### config.mk
export PLATFORM = sky130hd
export DESIGN_NAME = qcn_congestion_point_unit
export DESIGN_NICKNAME = d
export VERILOG_FILES = /design/src/hw/rtl/qcn_cp_pkg.sv /design/src/hw/rtl/qcn_congestion_point_unit.sv /design/src/hw/rtl/qcn_cp_regs.sv /design/src/hw/rtl/qcn_cp_front.sv /design/src/hw/rtl/qcn_cp_fifo.sv /design/src/hw/rtl/qcn_cp_back.sv
export SDC_FILE = /design/constraint.sdc
export NUM_CORES = 1
export LEC_CHECK = 0
export BUFFER_PORTS_ARGS = -buffer_cell sky130_fd_sc_hd__buf_4
export CELL_PAD_IN_SITES_DETAIL_PLACEMENT = 1
export CELL_PAD_IN_SITES_GLOBAL_PLACEMENT = 1
export CORE_AREA = 2 2 317 319
export DETAILED_ROUTE_END_ITERATION = 8
export DIE_AREA = 0 0 319 321
export PLACE_DENSITY = 0.76
export SLEW_MARGIN = 40
export SYNTH_ARGS = -nofsm -noshare
export SYNTH_HDL_FRONTEND = slang
export SYNTH_SLANG_ARGS = --single-unit
### constraint.sdc
create_clock -name clk -period 17.9 [get_ports clk]
set_clock_uncertainty 0.15 [all_clocks]
set_input_delay 1.79 -clock clk [delete_from_list [all_inputs] [get_ports clk]]
set_output_delay 1.79 -clock clk [all_outputs]
set_load 0.01 [all_outputs]
### src/hw/rtl/qcn_cp_pkg.sv
// qcn_cp_pkg: shared types and constants for the qcn congestion point
// register indexes, reset values, level quantizer bit positions and the sampler credit table
// no dependencies
`timescale 1ns / 1ps
`default_nettype none
package qcn_cp_pkg;

  localparam int unsigned TARGET_W = 16;
  localparam int unsigned WEIGHT_W = 3;
  localparam int unsigned LEVEL_W  = 6;
  localparam int unsigned LEVEL_LSB = 13;
  localparam int unsigned CREDIT_W = 19;
  localparam int unsigned LEN_W    = 16;
  localparam int unsigned ADDR_W   = 32;
  localparam int unsigned OUT_S_W  = 21;
  localparam int unsigned OUT_Q_W  = 20;
  localparam int unsigned PADDR_W  = 3;
  localparam int unsigned PDATA_W  = 32;

  // register index is paddr[2]
  localparam logic REG_TARGET = 1'b0;
  localparam logic REG_WEIGHT = 1'b1;

  localparam logic [TARGET_W-1:0] TARGET_RESET = 16'd33792;
  localparam logic [WEIGHT_W-1:0] WEIGHT_RESET = 3'd2;
  localparam logic [CREDIT_W-1:0] CREDIT_RESET = 19'd153600;

  localparam logic MODE_ARRIVAL   = 1'b0;
  localparam logic MODE_DEPARTURE = 1'b1;

  typedef struct packed {
    logic                valid;
    logic [LEVEL_W-1:0]  level;
  } fb_info_t;

  // credit reload, indexed by the top three bits of the level
  function automatic logic [CREDIT_W-1:0] credit_reload(input logic [2:0] idx);
    logic [CREDIT_W-1:0] c;
    case (idx)
      3'd0:    c = 19'd153600;
      3'd1:    c = 19'd76800;
      3'd2:    c = 19'd51200;
      3'd3:    c = 19'd38400;
      3'd4:    c = 19'd30720;
      3'd5:    c = 19'd25600;
      3'd6:    c = 19'd22016;
      3'd7:    c = 19'd18944;
      default: c = 19'd153600;
    endcase
    return c;
  endfunction

endpackage
`default_nettype wire

### src/hw/rtl/qcn_congestion_point_unit.sv
// qcn congestion point on one egress queue: one packet event per cycle.
// a request is accepted every cycle while the 4-entry record queue has room;
// its result passes through the record queue, then the result register.
// throughput is set by the queue count and sampler update loop, which is not pipelined.
// rst (synchronous) clears the queue count, sample point, pending flag, queues,
// and loads credit 153600, target 33792 and weight 2; no clearing pass.
`timescale 1ns / 1ps
`default_nettype none
module qcn_congestion_point_unit #(
  parameter int unsigned QUEUE_BYTE_BITS = 20
) (
  input  wire logic                                    clk,
  input  wire logic                                    rst,
  // configuration
  input  wire logic                                    psel,
  input  wire logic                                    penable,
  input  wire logic                                    pwrite,
  input  wire logic [qcn_cp_pkg::PADDR_W-1:0]          paddr,
  input  wire logic [qcn_cp_pkg::PDATA_W-1:0]          pwdata,
  output logic      [qcn_cp_pkg::PDATA_W-1:0]          prdata,
  output logic                                         pready,
  // packet events
  input  wire logic                                    push,
  output logic                                         full,
  input  wire logic                                    mode,
  input  wire logic [qcn_cp_pkg::LEN_W-1:0]            packet_bytes,
  input  wire logic                                    is_ipv4,
  input  wire logic [qcn_cp_pkg::ADDR_W-1:0]           dest_addr,
  input  wire logic [qcn_cp_pkg::ADDR_W-1:0]           src_addr,
  // results
  output logic                                         empty,
  input  wire logic                                    pop,
  output logic                                         feedback_valid,
  output logic [qcn_cp_pkg::LEVEL_W-1:0]               feedback_level,
  output logic signed [qcn_cp_pkg::OUT_S_W-1:0]        queue_offset,
  output logic signed [qcn_cp_pkg::OUT_S_W-1:0]        queue_delta,
  output logic [qcn_cp_pkg::ADDR_W-1:0]                fb_dest_addr,
  output logic [qcn_cp_pkg::ADDR_W-1:0]                fb_src_addr,
  output logic [qcn_cp_pkg::OUT_Q_W-1:0]               queue_bytes_now
);

  localparam int unsigned QB     = QUEUE_BYTE_BITS;
  localparam int unsigned AW     = qcn_cp_pkg::ADDR_W;
  localparam int unsigned INFO_W = $bits(qcn_cp_pkg::fb_info_t);
  localparam int unsigned DATA_W = INFO_W + 2 * (QB + 1) + QB + 2 * AW;

  logic [qcn_cp_pkg::TARGET_W-1:0] target;
  logic [qcn_cp_pkg::WEIGHT_W-1:0] weight;

  logic                  accept;
  qcn_cp_pkg::fb_info_t  f_info;
  logic signed [QB:0]    f_offset;
  logic signed [QB:0]    f_delta;
  logic [QB-1:0]         f_q;

  logic [DATA_W-1:0]     wdata;
  logic [DATA_W-1:0]     rdata;
  logic                  rec_avail;
  logic                  rec_take;

  qcn_cp_pkg::fb_info_t  b_info;
  logic signed [QB:0]    b_offset;
  logic signed [QB:0]    b_delta;
  logic [QB-1:0]         b_q;
  logic [AW-1:0]         b_dst;
  logic [AW-1:0]         b_src;

  assign accept = push & ~full;

  qcn_cp_regs u_regs (
    .clk     (clk),
    .rst     (rst),
    .psel    (psel),
    .penable (penable),
    .pwrite  (pwrite),
    .paddr   (paddr),
    .pwdata  (pwdata),
    .prdata  (prdata),
    .pready  (pready),
    .target  (target),
    .weight  (weight)
  );

  qcn_cp_front #(.QB(QB)) u_front (
    .clk          (clk),
    .rst          (rst),
    .accept       (accept),
    .mode         (mode),
    .packet_bytes (packet_bytes),
    .is_ipv4      (is_ipv4),
    .target       (target),
    .weight       (weight),
    .info         (f_info),
    .offset       (f_offset),
    .delta        (f_delta),
    .q_now        (f_q)
  );

  assign wdata = {f_info, f_offset, f_delta, f_q, dest_addr, src_addr};

  qcn_cp_fifo #(.DATA_W(DATA_W), .DEPTH(4)) u_fifo (
    .clk       (clk),
    .rst       (rst),
    .push      (push),
    .wdata     (wdata),
    .pop       (rec_take),
    .rdata     (rdata),
    .full      (full),
    .not_empty (rec_avail)
  );

  assign {b_info, b_offset, b_delta, b_q, b_dst, b_src} = rdata;

  qcn_cp_back #(.QB(QB)) u_back (
    .clk             (clk),
    .rst             (rst),
    .rec_avail       (rec_avail),
    .rec_take        (rec_take),
    .info            (b_info),
    .offset          (b_offset),
    .delta           (b_delta),
    .q_now           (b_q),
    .dst             (b_dst),
    .src             (b_src),
    .pop             (pop),
    .empty           (empty),
    .feedback_valid  (feedback_valid),
    .feedback_level  (feedback_level),
    .queue_offset    (queue_offset),
    .queue_delta     (queue_delta),
    .fb_dest_addr    (fb_dest_addr),
    .fb_src_addr     (fb_src_addr),
    .queue_bytes_now (queue_bytes_now)
  );

endmodule
`default_nettype wire

### src/hw/rtl/qcn_cp_regs.sv
// qcn_cp_regs: apb configuration registers (target queue bytes, derivative weight)
// depends on qcn_cp_pkg
`timescale 1ns / 1ps
`default_nettype none
module qcn_cp_regs (
  input  wire logic                                clk,
  input  wire logic                                rst,
  input  wire logic                                psel,
  input  wire logic                                penable,
  input  wire logic                                pwrite,
  input  wire logic [qcn_cp_pkg::PADDR_W-1:0]      paddr,
  input  wire logic [qcn_cp_pkg::PDATA_W-1:0]      pwdata,
  output logic      [qcn_cp_pkg::PDATA_W-1:0]      prdata,
  output logic                                     pready,
  output logic      [qcn_cp_pkg::TARGET_W-1:0]     target,
  output logic      [qcn_cp_pkg::WEIGHT_W-1:0]     weight
);

  logic wr_en;
  logic reg_idx;

  assign pready  = 1'b1;
  assign reg_idx = paddr[2];
  assign wr_en   = psel & penable & pwrite & pready;

  always_ff @(posedge clk) begin
    if (rst) begin
      target <= qcn_cp_pkg::TARGET_RESET;
      weight <= qcn_cp_pkg::WEIGHT_RESET;
    end else if (wr_en) begin
      case (reg_idx)
        qcn_cp_pkg::REG_TARGET: target <= pwdata[qcn_cp_pkg::TARGET_W-1:0];
        qcn_cp_pkg::REG_WEIGHT: weight <= pwdata[qcn_cp_pkg::WEIGHT_W-1:0];
        default: ;
      endcase
    end
  end

  always_comb begin
    case (reg_idx)
      qcn_cp_pkg::REG_TARGET:
        prdata = {{(qcn_cp_pkg::PDATA_W-qcn_cp_pkg::TARGET_W){1'b0}}, target};
      qcn_cp_pkg::REG_WEIGHT:
        prdata = {{(qcn_cp_pkg::PDATA_W-qcn_cp_pkg::WEIGHT_W){1'b0}}, weight};
      default: prdata = '0;
    endcase
  end

endmodule
`default_nettype wire

### src/hw/rtl/qcn_cp_front.sv
// qcn_cp_front: queue byte count, feedback computation and byte-credit sampler
// updates state on each accepted request and builds its feedback record
// depends on qcn_cp_pkg
`timescale 1ns / 1ps
`default_nettype none
module qcn_cp_front #(
  parameter int unsigned QB = 20
) (
  input  wire logic                                 clk,
  input  wire logic                                 rst,
  input  wire logic                                 accept,
  input  wire logic                                 mode,
  input  wire logic [qcn_cp_pkg::LEN_W-1:0]         packet_bytes,
  input  wire logic                                 is_ipv4,
  input  wire logic [qcn_cp_pkg::TARGET_W-1:0]      target,
  input  wire logic [qcn_cp_pkg::WEIGHT_W-1:0]      weight,
  output qcn_cp_pkg::fb_info_t                      info,
  output logic signed [QB:0]                        offset,
  output logic signed [QB:0]                        delta,
  output logic        [QB-1:0]                      q_now
);

  localparam int unsigned SW = QB + 6;
  localparam int unsigned CW = qcn_cp_pkg::CREDIT_W;

  logic [QB-1:0]      queue_bytes;
  logic [QB-1:0]      queue_bytes_at_sample;
  logic [CW-1:0]      sample_credit;
  logic               feedback_pending;

  logic [QB-1:0]      queue_bytes_next;
  logic [QB-1:0]      queue_bytes_at_sample_next;
  logic [CW-1:0]      sample_credit_next;
  logic               feedback_pending_next;

  logic [QB-1:0]      len_q;
  logic [QB:0]        q_sum;
  logic [QB-1:0]      q_arr;
  logic [QB-1:0]      q_dep;
  logic               arrival;

  logic signed [SW-1:0] q_s, qold_s, qeq_s, off_s, dlt_s, wdlt_s, fb_s;
  logic signed [SW-1:0] floor_s, clamp_s, mag_s, dout_s;
  logic [19:0]        floor_mag;
  logic [qcn_cp_pkg::LEVEL_W-1:0] level;
  logic [CW:0]        credit_diff;
  logic               credit_neg;
  logic               arm;
  logic               emit;

  assign arrival = (mode == qcn_cp_pkg::MODE_ARRIVAL);
  assign len_q   = QB'(packet_bytes);
  assign q_sum   = {1'b0, queue_bytes} + {1'b0, len_q};
  assign q_arr   = q_sum[QB] ? {QB{1'b1}} : q_sum[QB-1:0];
  assign q_dep   = (queue_bytes > len_q) ? (queue_bytes - len_q) : '0;

  always_comb begin
    queue_bytes_next = arrival ? q_arr : q_dep;

    q_s    = signed'(SW'(queue_bytes_next));
    qold_s = signed'(SW'(queue_bytes_at_sample));
    qeq_s  = signed'(SW'(target));
    off_s  = qeq_s - q_s;
    dlt_s  = q_s - qold_s;
    // weight is three bits: shift-and-add
    wdlt_s = (weight[0] ? dlt_s : '0) + (weight[1] ? (dlt_s <<< 1) : '0)
           + (weight[2] ? (dlt_s <<< 2) : '0);
    fb_s   = off_s - wdlt_s;

    floor_mag = 20'(target) * 20'({weight, 1'b1});
    floor_s   = -signed'(SW'(floor_mag));
    if (fb_s < floor_s) begin
      clamp_s = floor_s;
    end else if (fb_s > 0) begin
      clamp_s = '0;
    end else begin
      clamp_s = fb_s;
    end
    mag_s = -clamp_s;
    level = mag_s[qcn_cp_pkg::LEVEL_LSB +: qcn_cp_pkg::LEVEL_W];

    credit_diff = {1'b0, sample_credit} - (CW+1)'(packet_bytes);
    credit_neg  = credit_diff[CW];

    queue_bytes_at_sample_next = queue_bytes_at_sample;
    sample_credit_next         = sample_credit;
    feedback_pending_next      = feedback_pending;
    arm  = 1'b0;
    emit = 1'b0;
    if (arrival) begin
      if (credit_neg) begin
        arm                        = (level != '0);
        queue_bytes_at_sample_next = queue_bytes_next;
        sample_credit_next         = qcn_cp_pkg::credit_reload(level[5:3]);
      end else begin
        sample_credit_next = credit_diff[CW-1:0];
      end
      emit = is_ipv4 & (feedback_pending | arm);
      feedback_pending_next = (feedback_pending | arm) & ~emit;
    end

    // delta goes out against the sample taken by this packet, if any
    dout_s = q_s - signed'(SW'(queue_bytes_at_sample_next));
  end

  assign info.valid = emit;
  assign info.level = level;
  assign offset     = off_s[QB:0];
  assign delta      = dout_s[QB:0];
  assign q_now      = queue_bytes_next;

  always_ff @(posedge clk) begin
    if (rst) begin
      queue_bytes           <= '0;
      queue_bytes_at_sample <= '0;
      sample_credit         <= qcn_cp_pkg::CREDIT_RESET;
      feedback_pending      <= 1'b0;
    end else if (accept) begin
      queue_bytes           <= queue_bytes_next;
      queue_bytes_at_sample <= queue_bytes_at_sample_next;
      sample_credit         <= sample_credit_next;
      feedback_pending      <= feedback_pending_next;
    end
  end

endmodule
`default_nettype wire

### src/hw/rtl/qcn_cp_fifo.sv
// qcn_cp_fifo: short record queue between the front and the back
// DEPTH must be a power of two; no package dependencies
`timescale 1ns / 1ps
`default_nettype none
module qcn_cp_fifo #(
  parameter int unsigned DATA_W = 8,
  parameter int unsigned DEPTH  = 4
) (
  input  wire logic              clk,
  input  wire logic              rst,
  input  wire logic              push,
  input  wire logic [DATA_W-1:0] wdata,
  input  wire logic              pop,
  output logic      [DATA_W-1:0] rdata,
  output logic                   full,
  output logic                   not_empty
);

  localparam int unsigned AW = (DEPTH > 1) ? $clog2(DEPTH) : 1;

  logic [DATA_W-1:0] mem [DEPTH];
  logic [AW-1:0]     wr_ptr;
  logic [AW-1:0]     rd_ptr;
  logic [AW:0]       count;
  logic              do_push;
  logic              do_pop;

  assign full      = (count == (AW+1)'(DEPTH));
  assign not_empty = (count != '0);
  assign do_push   = push & ~full;
  assign do_pop    = pop & not_empty;
  assign rdata     = mem[rd_ptr];

  always_ff @(posedge clk) begin
    if (do_push) begin
      mem[wr_ptr] <= wdata;
    end
  end

  always_ff @(posedge clk) begin
    if (rst) begin
      wr_ptr <= '0;
      rd_ptr <= '0;
      count  <= '0;
    end else begin
      if (do_push) begin
        wr_ptr <= wr_ptr + 1'b1;
      end
      if (do_pop) begin
        rd_ptr <= rd_ptr + 1'b1;
      end
      case ({do_push, do_pop})
        2'b10:   count <= count + 1'b1;
        2'b01:   count <= count - 1'b1;
        default: ;
      endcase
    end
  end

endmodule
`default_nettype wire

### src/hw/rtl/qcn_cp_back.sv
// qcn_cp_back: result register; saturates offset, delta and queue length to
// the result widths; zeroes all but queue length if no feedback goes out
// depends on qcn_cp_pkg
`timescale 1ns / 1ps
`default_nettype none
module qcn_cp_back #(
  parameter int unsigned QB = 20
) (
  input  wire logic                                    clk,
  input  wire logic                                    rst,
  input  wire logic                                    rec_avail,
  output logic                                         rec_take,
  input  wire qcn_cp_pkg::fb_info_t                    info,
  input  wire logic signed [QB:0]                      offset,
  input  wire logic signed [QB:0]                      delta,
  input  wire logic        [QB-1:0]                    q_now,
  input  wire logic [qcn_cp_pkg::ADDR_W-1:0]           dst,
  input  wire logic [qcn_cp_pkg::ADDR_W-1:0]           src,
  input  wire logic                                    pop,
  output logic                                         empty,
  output logic                                         feedback_valid,
  output logic [qcn_cp_pkg::LEVEL_W-1:0]               feedback_level,
  output logic signed [qcn_cp_pkg::OUT_S_W-1:0]        queue_offset,
  output logic signed [qcn_cp_pkg::OUT_S_W-1:0]        queue_delta,
  output logic [qcn_cp_pkg::ADDR_W-1:0]                fb_dest_addr,
  output logic [qcn_cp_pkg::ADDR_W-1:0]                fb_src_addr,
  output logic [qcn_cp_pkg::OUT_Q_W-1:0]               queue_bytes_now
);

  localparam int unsigned SOW = qcn_cp_pkg::OUT_S_W;
  localparam int unsigned OQW = qcn_cp_pkg::OUT_Q_W;
  localparam int unsigned EW  = (QB + 1 > SOW) ? QB + 1 : SOW;
  localparam int unsigned QW  = (QB > OQW) ? QB : OQW;
  localparam logic signed [EW-1:0] S_MAX = EW'(21'sh0FFFFF);
  localparam logic signed [EW-1:0] S_MIN = EW'(21'sh100000);
  localparam logic [QW-1:0]        Q_MAX = QW'({OQW{1'b1}});

  logic                  out_valid;
  logic signed [EW-1:0]  off_e, dlt_e;
  logic signed [SOW-1:0] off_sat, dlt_sat;
  logic [QW-1:0]         q_e;
  logic [OQW-1:0]        q_sat;

  assign empty    = ~out_valid;
  assign rec_take = rec_avail & (~out_valid | pop);

  always_comb begin
    off_e = EW'(offset);
    dlt_e = EW'(delta);
    if (off_e > S_MAX) begin
      off_sat = S_MAX[SOW-1:0];
    end else if (off_e < S_MIN) begin
      off_sat = S_MIN[SOW-1:0];
    end else begin
      off_sat = off_e[SOW-1:0];
    end
    if (dlt_e > S_MAX) begin
      dlt_sat = S_MAX[SOW-1:0];
    end else if (dlt_e < S_MIN) begin
      dlt_sat = S_MIN[SOW-1:0];
    end else begin
      dlt_sat = dlt_e[SOW-1:0];
    end
    q_e   = QW'(q_now);
    q_sat = (q_e > Q_MAX) ? {OQW{1'b1}} : q_e[OQW-1:0];
  end

  always_ff @(posedge clk) begin
    if (rst) begin
      out_valid <= 1'b0;
    end else if (rec_take) begin
      out_valid <= 1'b1;
    end else if (pop) begin
      out_valid <= 1'b0;
    end
  end

  always_ff @(posedge clk) begin
    if (rec_take) begin
      feedback_valid  <= info.valid;
      feedback_level  <= info.valid ? info.level : '0;
      queue_offset    <= info.valid ? off_sat : '0;
      queue_delta     <= info.valid ? dlt_sat : '0;
      fb_dest_addr    <= info.valid ? dst : '0;
      fb_src_addr     <= info.valid ? src : '0;
      queue_bytes_now <= q_sat;
    end
  end

endmodule
`default_nettype wire
Word-level counts from Yosys, hierarchy flattened --
Memories as Yosys holds them, arrays and structs flattened. A register that Yosys moved wholly into a read port is not among the register bits. Cells that the tools add are included.
Word-level totals: flip-flop bits (word level) 220, memory bits (writable) 532, ROM bits 72, bits of input ports 124, logic and storage cells 98, memories 2
Memory list:
- u_fifo.mem | depth 4, width 133, read ports 1, clocked after memory_dff 1, write ports 1, line qcn_cp_fifo.sv:21 | logic [DATA_W-1:0] mem [DEPTH];
- (no name shown) | depth 8, width 9, read ports 1, clocked after memory_dff 0, write ports 0, line qcn_cp_pkg.sv:39 | case (idx)
Cells by class: add/subtract/negate cells 15, multipliers 1, magnitude comparators 8, eq/ne operators 3, mux-type cells 26, bitwise logic cells 15, reduce and logical (&&, ||, !) cells 9
Operators with widths (number):
- 20-bit 2-to-1 mux | 7
- 26-bit 2-to-1 mux | 3
- 32-bit one-hot mux with 2 select lines | 1
- 19-bit 2-to-1 mux | 3
- 26-bit adder | 2
- 21-bit > comparator, second input constant | 2
- 21-bit < comparator, second input constant | 2
- 21-bit 2-to-1 mux | 2
- 20-bit by 20-bit subtractor with 21-bit output | 2
- 26-bit by 1-bit > comparator with 1-bit output, second input constant | 1
- 26-bit < comparator | 1
- 20-bit negation with 26-bit output | 1
- 21-bit by 26-bit subtractor with 26-bit output | 1
- 20-bit by 16-bit adder with 21-bit output | 1
- 16-bit by 20-bit subtractor with 21-bit output | 1
- 20-bit by 16-bit > comparator with 1-bit output | 1
- 20-bit > comparator, second input constant | 1
- 16-bit by 4-bit multiplier with 20-bit output | 1
- 19-bit by 16-bit subtractor with 20-bit output | 1
- 20-bit by 16-bit subtractor with 20-bit output | 1
- 19-bit negation | 1
- 1-bit AND | 7
- 1-bit 2-to-1 mux | 7
- 1-bit NOT | 6
- 14 further kinds | 21

Logic depth before layout (Yosys ltp) --
Gate-level depths: netlist of run 1.
depth after elaboration 19, mapped depth 56, mapped depth without buffers 55

By module --
Synthesis of run 1 repeated with hierarchy kept, for this count alone.
Second synthesis, totals: cells, all modules 3069, area total of the unflattened synthesis 39814.4 um2
By module, submodules not included:
- qcn_cp_fifo | times used 1, cells each 747, area an instance 19640.1 um2
- qcn_cp_front | times used 1, cells each 1919, area an instance 14161.1 um2
- qcn_cp_back | times used 1, cells each 283, area an instance 4883.4 um2
- qcn_cp_regs | times used 1, cells each 119, area an instance 1116.1 um2
- qcn_congestion_point_unit | times used 1, cells each 1, area an instance 13.8 um2

Worst setup path before layout of run 1 --
No wires, ideal clock.
path type in2reg, start point input packet_bytes[2] (netlist name), end point register u_front.sample_credit[11], library setup time 0.122 ns, arrival 12.562 ns, required time 17.628 ns, path slack 5.066 ns, stages 53, buffers on the path 3, cell sequence inv_1 > ha_1 > nand2b_1 > a21oi_1 > o21bai_1 > a31oi_1 > a31oi_1 > o211ai_1 > and3_1 > clkbuf_1 > nor2_1 > o22ai_1 > ha_1 > nor2b_1 > o21ai_0 > a21boi_0 > o21ai_0 > a21oi_1 > [17 not listed] > a21o_1 > a21oi_1 > xnor2_1 > ha_1 > nand3_1 > nor2_1 > o2111ai_1 > o31a_1 > a2111oi_2 > nor2_2 > buf_2 > mux2i_1 > a21oi_1 > inv_1 > ha_1 > o21ai_2 > o211ai_2 > a221o_1
RTL lines:
- start, declared | line qcn_congestion_point_unit.sv:26 | input wire logic [qcn_cp_pkg::LEN_W-1:0] packet_bytes,
- end signal, assigned | line qcn_cp_front.sv:116 | sample_credit <= qcn_cp_pkg::CREDIT_RESET;
- end signal, assigned | line qcn_cp_front.sv:121 | sample_credit <= sample_credit_next;
- end, declared | line qcn_cp_front.sv:28 | logic [CW-1:0] sample_credit;

==> summary.md, run 1 <==
| Metric | Value |
|---|---|
| Global-route wire length before repair | `158.7 mm` |
| Yosys Warn Count | `0` |
| WHS | `0.3079 ns` |
| Clk buf depth | `3` |
| Hold_sp | `u_front.sample_credit[8]` |
| Largest net degree at the start of global routing | `88` |
| Root Buffer | `clkbuf_16` |
| Skew-Pair Late Insertion Delay | `0.66 ns` |
| Core Footprint | `0.09928 sq mm` |
| GP Congestion | `0.8887` |
| Number of setup buffers added after CTS | `0` |
| Setup TNS | `0 ns` |
| Wire length per cell | `22.26 um` |
| CP Capture Type | `register` |
| CP required | `18.24 ns` |
| Slew Limit Fails | `0` |
| Critical path fanouts, max | `16` |
| Worst path slowest cell | `or4_4` |
| Die ar. | `0.1024 sq mm` |
| Initial Util | `39.64%` |
| Ys async rst share | `0%` |
| Relative slew slack | `41.98%` |
| Number of nets in the layout | `3,742` |
| Most used cell, CP | `a21oi_1` |
| Die Y | `321 um` |
| Vias in the first global route | `26,380` |
| Worst hold path stage count | `2` |
| Multi-input combinational cell area | `0.01616 sq mm` |
| Cells on worst reg2reg path | `50` |
| Initial antenna violation count | `0` |
| Compound-gate portion of the synthesized area | `8.754%` |
| Drt via density | `5.409` |
| H-tree levels | `3` |
| Clock sink total | `754` |
| Max_cap viols | `0` |
| Hold Path End | `u_front.sample_credit[8]` |
| Final wirelength | `104.6 mm` |
| Post-Syn Area | `0.03935 sq mm` |
| Port bufs | `256` |
| Area grow syn2layout | `15.86%` |
| Worst r2r src | `u_front.queue_bytes[0]` |
| Fin crit share | `80.99%` |
| Fillers | `10,260` |
| Gates resized, CTS repair | `0` |
| Status | `completed` |
| Row count | `116` |
| Cell variety after synth | `94` |
| RSZ-0062 raised after global routing | `no` |
| Post-synth EDFFs | `665` |
| Post-Synth Simple-Gate Area | `10.55%` |
| Crit-path max cell delay | `0.62 ns` |
| FMAX | `68.98 MHz` |
| Total CTS buffers | `81` |
| Worst-Margin Slew | `0.8650 ns` |
| Post-Synth XOR/XNOR Area | `2.626%` |
| TritonCTS clock tree | `done` |
| GRT Util Overall | `20.15%` |
| Sequential area share after synthesis | `55.28%` |
| Layout Utilization | `45.92%` |
| Detail Route Antenna Nets | `0` |
| Avg Inst Size Synth | `12.83 sq um` |
| DP HPWL | `73.01 mm` |
| Post-synthesis mux area share | `8.191%` |
| Critical Path AT | `14.83 ns` |
| Grt ovf | `0` |
| HP Class | `register to register` |
| Via count | `25,420` |
| FF-to-FF End | `u_front.sample_credit[9]` |
| Tmin final | `14.50 ns` |
| Top_reg_cell synth | `edfxtp_1` |
| DRT Pass-1 Iters | `5` |
| FF+latch area | `0.02176 sq mm` |
| Crit start category | `input port` |
| Drt drc | `0` |
| I/O Pins | `292` |
| Final Hold Viols | `0` |
| Reg clk slew, reported paths | `0.06 ns` |
| R2r setup slk | `4.34 ns` |
| Initial drt markers | `1,522` |
| Share of cells above drive strength 1 | `18.10%` |
| Largest family of logic cells by synthesized area | `adder cells` |
| Critical path class | `input port to register` |
| Post-synthesis instance total | `3,068` |
| Die width | `319 um` |
| Synth Register Bits | `754` |
| Final setup vio count | `0` |
| Adder-cell area share of the yosys netlist | `10.58%` |
| Hold Buf Count CTS | `0` |
-- layout by cell type (no fill, tap or decap), types with 20 or more instances in the layout --
cell type | Yosys | layout
a211oi_1 | 29 | 28
a21o_1 | 43 | 43
a21oi_1 | 165 | 164
and2_1 | 44 | 40
buf_4 | 18 | 290
clkbuf_16 | 0 | 81
dfxtp_1 | 89 | 86
edfxtp_1 | 665 | 665
fa_1 | 78 | 78
ha_1 | 208 | 208
inv_1 | 256 | 255
mux4_2 | 132 | 132
nand2_1 | 270 | 270
nand3_1 | 48 | 47
nor2_1 | 157 | 155
nor2b_1 | 142 | 141
nor3_1 | 50 | 50
o21a_1 | 21 | 21
o21ai_0 | 96 | 94
o21bai_1 | 20 | 20
xnor2_1 | 78 | 77
xor2_1 | 40 | 40
-- synthesized netlist by cell type (13+ instances only) --
cell type	number	area share, %
a211oi_1	29	0.55
a21boi_0	13	0.25
a21o_1	43	0.82
a21oi_1	165	2.1
a31oi_1	19	0.30
and2_1	44	0.70
and3_1	15	0.24
buf_1	14	0.13
buf_4	18	0.34
clkbuf_1	96	0.92
dfxtp_1	89	4.5
edfxtp_1	665	51
fa_1	78	4.0
ha_1	208	6.6
inv_1	256	2.4
mux2i_1	19	0.48
mux4_2	132	7.6
nand2_1	270	2.6
nand2b_1	16	0.25
nand3_1	48	0.61
nand4_1	15	0.24
nor2_1	157	1.5
nor2b_1	142	2.3
nor3_1	50	0.64
o211ai_1	18	0.34
o21a_1	21	0.40
o21ai_0	96	1.2
o21bai_1	20	0.38
o31ai_1	13	0.25
or3_1	16	0.25
xnor2_1	78	1.7
xor2_1	40	0.89
-- metal layers --
metal / vias to the layer above / track usage [%] / share of wire, %
met4: 0 / 5.786 / 2.3
met2: 594 / 34.20 / 48
li1: 11720 / - / -
met3: 131 / 3.180 / 4.7
met1: 12970 / 26.76 / 45
met5: - / 0 / 0
-- stage by stage --
step	setup slack (ns)	instances	instance area, sq um
3_5_place_dp	2.810	4544	42780
2_1_floorplan	5.066	3083	39410
4_1_cts	3.492	4693	45510
3_3_place_gp	2.938	4543	42720
5_1_grt	2.541	4696	45580
6_report	3.402	4699	45590
-- state kept, by name (all words and copies together), names as in the netlist, named ones only --
register	count
u_fifo.wr_ptr	2
u_back.fb_dest_addr	32
u_fifo.count	3
u_back.fb_src_addr	32
u_regs.target	16
u_fifo.mem	532
u_front.feedback_pending	1
u_front.queue_bytes_at_sample	20
u_front.sample_credit	19
u_back.out_valid	1
u_regs.weight	3
u_back.queue_bytes_now	20
u_back.queue_offset	21
u_back.feedback_level	6
u_fifo.rd_ptr	2
u_back.feedback_valid	1
u_front.queue_bytes	20
u_back.queue_delta	21
-- cell families (layout without fill, tap and decap cells) --
kind of cell | Yosys count | after routing
AOI/OAI and AO/OA | 522 | 522
xor gates and xnor gates | 118 | 118
adders and majority gates | 286 | 286
buffers and inverters | 391 | 706
DFF | 754 | 754
muxes | 156 | 156
other | 2 | 20
and+or+nand+nor | 839 | 839
-- worst max path at each step --
stage          slack [ns]  cells after the start            start                        end
6_report             3.40                     51  packet_bytes[0]   u_front.sample_credit[9]
5_1_grt              2.54                     49  packet_bytes[0]   u_front.sample_credit[9]
4_1_cts              3.49                     51  packet_bytes[0]   u_front.sample_credit[9]
3_5_place_dp         2.81                     51  packet_bytes[0]   u_front.sample_credit[9]
3_3_place_gp         2.94                     47  packet_bytes[0]  u_front.sample_credit[11]
2_1_floorplan        5.07                     53  packet_bytes[2]  u_front.sample_credit[11]
-- critical path, delay by kind of cell --
kind            cells  cell delay (ns)
compound gates     26             6.60
buf+inv             6             1.04
simple gates       11             2.23
fa+ha+maj           8             3.13
-- layout make-up --
class                      instances  share of cell area, %
antenna                            3                0.01647
multi-input combinational       1938                  35.45
inverter                         256                  2.108
clock buffer                     101                  4.677
sequential                       754                  47.73
tap                             1298                  3.562
clock inverter                    48                  1.309
timing repair buffer             301                  5.149
Power of run 1 is not shown: default switching activity piles up to over one toggle a cycle in this logic, so the estimate is an artifact.
==> run 2, diff against run 1 <==
--- a/config.mk
+++ b/config.mk
@@ -5,13 +5,14 @@
 export SDC_FILE = /design/constraint.sdc
 export NUM_CORES = 1
 export LEC_CHECK = 0
+export ABC_AREA = 1
 export BUFFER_PORTS_ARGS = -buffer_cell sky130_fd_sc_hd__buf_4
 export CELL_PAD_IN_SITES_DETAIL_PLACEMENT = 1
 export CELL_PAD_IN_SITES_GLOBAL_PLACEMENT = 1
-export CORE_AREA = 2 2 317 319
+export CORE_AREA = 2 2 319 321
 export DETAILED_ROUTE_END_ITERATION = 8
-export DIE_AREA = 0 0 319 321
-export PLACE_DENSITY = 0.76
+export DIE_AREA = 0 0 321 323
+export PLACE_DENSITY = 0.79
 export SLEW_MARGIN = 40
 export SYNTH_ARGS = -nofsm -noshare
 export SYNTH_HDL_FRONTEND = slang
==> constraint.sdc (replaced) <==
create_clock -name clk -period 14.5 [get_ports clk]
set_clock_uncertainty 0.15 [all_clocks]
set_input_delay 1.45 -clock clk [delete_from_list [all_inputs] [get_ports clk]]
set_output_delay 1.45 -clock clk [all_outputs]
set_load 0.01 [all_outputs]
==> run 2 against run 1 <==
Sequential share of layout area fell by 0.30 points. Count of clock-buffer cells in the layout fell by 1. First-iteration DRC count rose by 28%. Register-to-register slack got worse by 2.0 ns. Synthesized cell count rose by 32%. Via count rose by 17%. Design area rose by 0.64%. Critical path depth rose by 23. Worst setup slack got worse by 1.7 ns. Routed wire length rose by 11%. Non-clock buffer count fell by 6. Synthesized area rose by 1.0%. Critical endpoint is now u_fifo.mem[0][132]. Highest routed layer unchanged.
==> summary.md, run 2 <==
| Metric | Value |
|---|---|
| Status | `completed` |
| Worst path slowest cell | `fa_1` |
| Hold Buf Count CTS | `0 (unchanged)` |
| Core Footprint | `0.1007 sq mm (+1.5%)` |
| Avg Inst Size Synth | `9.811 sq um (-24%)` |
| Port bufs | `256 (unchanged)` |
| Critical path class | `input port to register` |
| Top_reg_cell synth | `edfxtp_1` |
| Clk buf depth | `3 (unchanged)` |
| Placed cell area | `0.04317 sq mm (+0.91%)` |
| I/O Pins | `292 (unchanged)` |
| RSZ-0062 raised after global routing | `no` |
| Ys async rst share | `0% (unchanged)` |
| Yosys top cell by area | `edfxtp_1` |
| Worst-Margin Slew | `0.8397 ns (-0.02530 ns)` |
| TritonCTS clock tree | `done` |
| Post-synth top cells | `688 x nand2_1, 665 x edfxtp_1, 572 x inv_1` |
| Share of cells above drive strength 1 | `11.22% (-6.9 points)` |
| Most used cell, CP | `nand2_1` |
| DP HPWL | `80.49 mm (+10%)` |
| Top-area cell type share of the netlist area | `50.25% (-0.50 points)` |
| Reg clk slew, reported paths | `0.06 ns (about the same)` |
| Max reg flops | `532 (unchanged)` |
| Die ar. | `0.1037 sq mm (+1.3%)` |
| Number of setup buffers added after CTS | `0 (unchanged)` |
| Global-route wire length before repair | `178.1 mm (+12%)` |
| DRT Pass-1 Iters | `5 (unchanged)` |
| Detail Route Antenna Nets | `0 (unchanged)` |
| Yosys Warn Count | `0 (unchanged)` |
| Crit path max-delay family | `simple AND/OR/NAND/NOR gates` |
| Row count | `117 (+0.86%)` |
| Critical path fanouts, max | `11 (-5)` |
| GP Congestion | `0.8701 (-2.1%)` |
| Post-synthesis instance total | `4,051 (+32%)` |
| Initial drt markers | `1,955 (+28%)` |
| Skew-Pair Late Insertion Delay | `0.69 ns (+0.03 ns)` |
| CP required | `14.74 ns (-3.50 ns)` |
| WHS | `0.3216 ns (+0.01370 ns)` |
| Critical Path AT | `12.99 ns (-1.84 ns)` |
| Synth Register Bits | `754 (unchanged)` |
| Area grow syn2layout | `15.44%` |
| Cell variety after synth | `53 (-44%)` |
| Tmin final | `12.75 ns` |
| Max_cap viols | `0 (unchanged)` |
| Number of nets in the layout | `4,686 (+25%)` |
| Relative slew slack | `44.02% (+2.0 points)` |
| Regs by FF count | `u_fifo.mem x532, u_back.fb_dest_addr x32, u_back.fb_src_addr x32` |
| Post-Syn Area | `0.03974 sq mm (+1.0%)` |
| Top reg by flops | `u_fifo.mem` |
| Buf/Inv on CP | `9 (+3)` |
| Root Buffer | `clkbuf_16` |
| Clock sink total | `754 (unchanged)` |
| Gates resized, CTS repair | `0 (unchanged)` |
| FMAX | `78.44 MHz` |
| Vias in the first global route | `31,310 (+19%)` |
| Final setup vio count | `0 (unchanged)` |
| Most frequent cells in the layout | `688 x nand2_1, 665 x edfxtp_1, 569 x inv_1, 404 x nor2_1, 403 x o21ai_0` |
| Grt ovf | `0 (unchanged)` |
| Die width | `321 um (+0.63%)` |
| HP Class | `register to register` |
| Wire length per cell | `20.57 um (-7.6%)` |
| Post-synth EDFFs | `665 (unchanged)` |
| Initial antenna violation count | `0 (unchanged)` |
| Slew Limit Fails | `0 (unchanged)` |
| Commonest non-fill, non-tap cell in the layout | `nand2_1` |
| Synth top area cells | `edfxtp_1 50%, ha_1 6.5%, nand2_1 6.5%` |
| Sequential area share after synthesis | `54.73% (-0.55 points)` |
| H-tree levels | `3 (unchanged)` |
| Crit start category | `input port` |
| Via count | `29,790 (+17%)` |
| Final wirelength | `116.2 mm (+11%)` |
| Total CTS buffers | `82 (+1.2%)` |
| CP Capture Type | `register` |
| Largest net degree at the start of global routing | `176 (+100%)` |
| Final Hold Viols | `0 (unchanged)` |
| Initial Util | `39.46% (-0.18 points)` |
| Crit-path max cell delay | `0.56 ns (-0.06 ns)` |
| Drt drc | `0 (unchanged)` |
| Top-count cell post-synth | `nand2_1` |
| Die Y | `323 um (+0.62%)` |
| Post-route cell area | `0.04588 sq mm (+0.64%)` |
| Drt via density | `5.274 (-2.5%)` |
| GRT Util Overall | `22.14% (+2.0 points)` |
| Fin crit share | `87.93%` |
| Setup TNS | `0 ns (unchanged)` |
[run 2: cell count changes in the layout (fill, tap and decap cells not counted), moves of 38 or more]
cell	delta
a21oi_1	+69
inv_1	+314
mux4_2	-132
nand2_1	+418
nand3_1	+52
nor2_1	+249
nor2b_1	-140
nor3_1	-41
o21ai_0	+309
o22ai_1	+130
xnor2_1	-55
xor2_1	+38
[run 2: area by class of cell]
type	instances	area, sq um
antenna	1	2.502
fill	11310	54840
sequential	754	21760
inverter	579	2193
tap	1309	1638
timing repair buffer	295	2356
clock buffer	100	2120
clock inverter	47	523.0
multi-input combinational	2564	15290
[run 2: final timing paths]
check / from / end / slack [ns] / cells past startpoint
setup / recovery: packet_bytes[0] / u_fifo.mem[0][132] / 1.75 / 74
hold / removal: u_front.sample_credit[7] / u_front.sample_credit[7] / 0.32 / 2
setup reg to reg: u_front.queue_bytes[0] / u_fifo.mem[0][132] / 2.34 / 73
hold reg to reg: u_front.sample_credit[7] / u_front.sample_credit[7] / 0.32 / 2
[run 2: layer usage]
metal  GRT usage, %  share of wire (%)
met1          28.47                 43
met2          38.32                 49
met3          3.249                5.8
met4          7.279                2.7
met5              0                  0
[run 2: stage by stage]
| step | std cells | setup WS [ns] | utilization, % |
|---|---|---|---|
| floorplan | 4066 | 3.392 | - |
| global placement | 5494 | 1.533 | 42.66 |
| detailed placement | 5499 | 1.276 | 42.87 |
| CTS | 5646 | 1.928 | 45.49 |
| global route | 5648 | 0.7200 | 45.55 |
| finish | 5649 | 1.751 | 45.55 |
[run 2: worst min-delay path, stage by stage, from the launching register on]
cell and delay (ns):
dfxtp_1 0.31, nand2_1 0.06, a21oi_1 0.05
[run 2: cells by family (layout without fill, tap and decap cells)]
family | Yosys count | count (layout) | synth area share [%]
fa+ha+maj | 286 | 286 | 10.48
xor+xnor | 109 | 109 | 2.402
simple gates | 1300 | 1300 | 13.53
flops | 754 | 754 | 54.73
buf+inv | 748 | 1021 | 7.294
compound gates | 852 | 852 | 11.55
other cells | 2 | 18 | 0.01890
Power of run 2 is left out for the same reason.
==> run 3, diff against run 2 <==
--- a/config.mk
+++ b/config.mk
@@ -5,14 +5,14 @@
 export SDC_FILE = /design/constraint.sdc
 export NUM_CORES = 1
 export LEC_CHECK = 0
-export ABC_AREA = 1
+export ABC_AREA = 0
 export BUFFER_PORTS_ARGS = -buffer_cell sky130_fd_sc_hd__buf_4
 export CELL_PAD_IN_SITES_DETAIL_PLACEMENT = 1
 export CELL_PAD_IN_SITES_GLOBAL_PLACEMENT = 1
-export CORE_AREA = 2 2 319 321
+export CORE_AREA = 2 2 317 319
 export DETAILED_ROUTE_END_ITERATION = 8
-export DIE_AREA = 0 0 321 323
-export PLACE_DENSITY = 0.79
+export DIE_AREA = 0 0 319 321
+export PLACE_DENSITY = 0.76
 export SLEW_MARGIN = 40
 export SYNTH_ARGS = -nofsm -noshare
 export SYNTH_HDL_FRONTEND = slang
==> run 3 against run 2 <==
Routed wire length decreased by 9.5%. Core utilization increased by 0.70 points. Global-route usage decreased by 1.8 points. Die area fell by 1.2%. Count of clock-buffer cells in the layout decreased by 3. Cell count is 16% lower. Via count fell by 15%. Critical path depth fell by 23. Worst setup slack worse by 0.55 ns. Maximum frequency decreased by 4.1%. Register-to-register slack lost 0.57 ns. Critical endpoint is now u_front.sample_credit[10]. Highest routed layer is now met5.
==> summary.md, run 3 (same netlist as run 1, synthesis figures left out) <==
| Metric | Value |
|---|---|
| Status | `completed` |
| GP Congestion | `0.8803 (+1.2%)` |
| Max_cap viols | `0 (unchanged)` |
| Regs by FF count | `u_fifo.mem x532, u_back.fb_dest_addr x32, u_back.fb_src_addr x32` |
| TritonCTS clock tree | `done` |
| Detail Route Antenna Nets | `0 (unchanged)` |
| Skew-Pair Late Insertion Delay | `0.66 ns (-0.03 ns)` |
| Final setup vio count | `0 (unchanged)` |
| HP Class | `register to register` |
| Post-route cell area | `0.04592 sq mm (about the same)` |
| R2r setup slk | `1.77 ns (-0.57 ns)` |
| CP Capture Type | `register` |
| Met1 wire length | `47.58 mm (-4.4%)` |
| I/O Pins | `292 (unchanged)` |
| Worst r2r src | `u_front.queue_bytes[0]` |
| Most frequent cells in the layout | `665 x edfxtp_1, 326 x buf_4, 270 x nand2_1, 256 x inv_1, 208 x ha_1` |
| Number of setup buffers added after CTS | `0 (unchanged)` |
| Die ar. | `0.1024 sq mm (-1.2%)` |
| Hold Path End | `u_front.sample_credit[8]` |
| Met3 routed WL | `4.728 mm (-29%)` |
| Most used cell, CP | `a21oi_1` |
| Wire length per cell | `22.21 um (+8.0%)` |
| Share of cells above drive strength 1 | `18.98% (+7.8 points)` |
| DRT Pass-1 Iters | `7 (+2)` |
| Multi-input combinational cell area | `0.01615 sq mm (+5.7%)` |
| Crit-path max cell delay | `0.70 ns (+0.14 ns)` |
| Crit start category | `input port` |
| Final Hold Viols | `0 (unchanged)` |
| Initial Util | `39.64% (+0.18 points)` |
| Hold_sp | `u_front.sample_credit[8]` |
| Root Buffer | `clkbuf_16` |
| Critical path fanouts, max | `14 (+3)` |
| Crit path max-delay family | `compound AO/OA/AOI/OAI gates` |
| Highest routed layer | `met5` |
| CP required | `14.93 ns (+0.19 ns)` |
| Number of nets in the layout | `3,781 (-19%)` |
| Row count | `116 (-0.85%)` |
| Worst hold path stage count | `2 (unchanged)` |
| Placed cell area | `0.04306 sq mm (-0.26%)` |
| Relative slew slack | `41.10% (-2.9 points)` |
| Initial antenna violation count | `1 (+1)` |
| Critical Path AT | `13.73 ns (+0.74 ns)` |
| Buf/Inv on CP | `7 (-2)` |
| Critical path class | `input port to register` |
| Gates resized, CTS repair | `0 (unchanged)` |
| H-tree levels | `3 (unchanged)` |
| FMAX | `75.18 MHz (-4.1%)` |
| Worst-Margin Slew | `0.8772 ns (+0.03745 ns)` |
| Layout Utilization | `46.26% (+0.70 points)` |
| Commonest non-fill, non-tap cell in the layout | `edfxtp_1` |
| RSZ-0062 raised after global routing | `no` |
| Setup TNS | `0 ns (unchanged)` |
| Fin crit share | `91.73% (+3.8 points)` |
| Reg clk slew, reported paths | `0.06 ns (about the same)` |
| Die width | `319 um (-0.62%)` |
| Vias in the first global route | `26,460 (-15%)` |
| Grt ovf | `0 (unchanged)` |
| Clk buf depth | `3 (unchanged)` |
| Final wirelength | `105.2 mm (-9.5%)` |
| Top reg by flops | `u_fifo.mem` |
| Global-route wire length before repair | `160.6 mm (-9.8%)` |
| Port bufs | `256 (unchanged)` |
| FF+latch area | `0.02176 sq mm (unchanged)` |
| Tmin final | `13.30 ns (+0.5517 ns)` |
| Cells on worst reg2reg path | `54 (-26%)` |
| Drt via density | `5.371 (+1.9%)` |
| Slew Limit Fails | `0 (unchanged)` |
| WHS | `0.3073 ns (-0.01424 ns)` |
| Core Footprint | `0.09928 sq mm (-1.4%)` |
| Initial drt markers | `1,646 (-16%)` |
| GRT Util Overall | `20.33% (-1.8 points)` |
| Wire length on met2 | `50.61 mm (-11%)` |
| Via count | `25,430 (-15%)` |
| Worst path slowest cell | `a2111oi_0` |
| Max reg flops | `532 (unchanged)` |
| Fillers | `10,290 (-9.1%)` |
| Die Y | `321 um (-0.62%)` |
| FF-to-FF End | `u_front.sample_credit[10]` |
| Clock sink total | `754 (unchanged)` |
| Total CTS buffers | `82 (unchanged)` |
| Area grow syn2layout | `16.70%` |
| Largest net degree at the start of global routing | `136 (-23%)` |
| Drt drc | `0 (unchanged)` |
| DP HPWL | `74.12 mm (-7.9%)` |
| Hold Buf Count CTS | `0 (unchanged)` |
[run 3: cell count changes in the layout (fill, tap and decap cells not counted), moves of 41 or more]
cell and delta:
nand2_1 -418, inv_1 -313, o21ai_0 -308, nor2_1 -249, nor2b_1 +140, mux4_2 +132
o22ai_1 -130, a21oi_1 -70, xnor2_1 +55, nand3_1 -51, buf_4 +50, nor3_1 +41
[run 3: how the worst max path moves through the flow]
stage | cells after the start | endpoint | start | slack, ns
after floorplan | 53 | u_front.sample_credit[11] | packet_bytes[2] | 2.01
after global routing | 53 | u_front.sample_credit[12] | packet_bytes[2] | 0.15
final | 51 | u_front.sample_credit[10] | packet_bytes[2] | 1.20
after detailed placement | 51 | u_front.sample_credit[10] | packet_bytes[2] | 0.62
after CTS | 51 | u_front.sample_credit[10] | packet_bytes[2] | 1.26
after global placement | 51 | u_front.sample_credit[11] | packet_bytes[2] | 0.76
[run 3: worst min-delay path: cells and delay by family, from the launching register on]
| family | cells | cell delay (ns) |
|---|---|---|
| flops | 1 | 0.31 |
| compound gates | 1 | 0.05 |
| simple gates | 1 | 0.05 |
[run 3: metal layers]
metal / vias up / GRT usage (%)
met5: - / 0
met4: 2 / 5.440
met3: 129 / 3.003
met2: 583 / 34.21
met1: 12930 / 27.56
li1: 11790 / -
[run 3: layout make-up]
class,count,area share [%]
sequential,754,47.38
multi-input combinational,1938,35.18
timing repair buffer,339,5.888
clock buffer,97,4.635
tap,1298,3.537
inverter,256,2.093
clock inverter,52,1.281
antenna,1,0.005449
[run 3: stage by stage]
stage | setup slack, ns | instances
floorplan | 2.006 | 3083
global placement | 0.7576 | 4578
detailed placement | 0.6210 | 4580
CTS | 1.259 | 4729
global route | 0.1536 | 4734
finish | 1.199 | 4735
Power of run 3 is left out for the same reason.
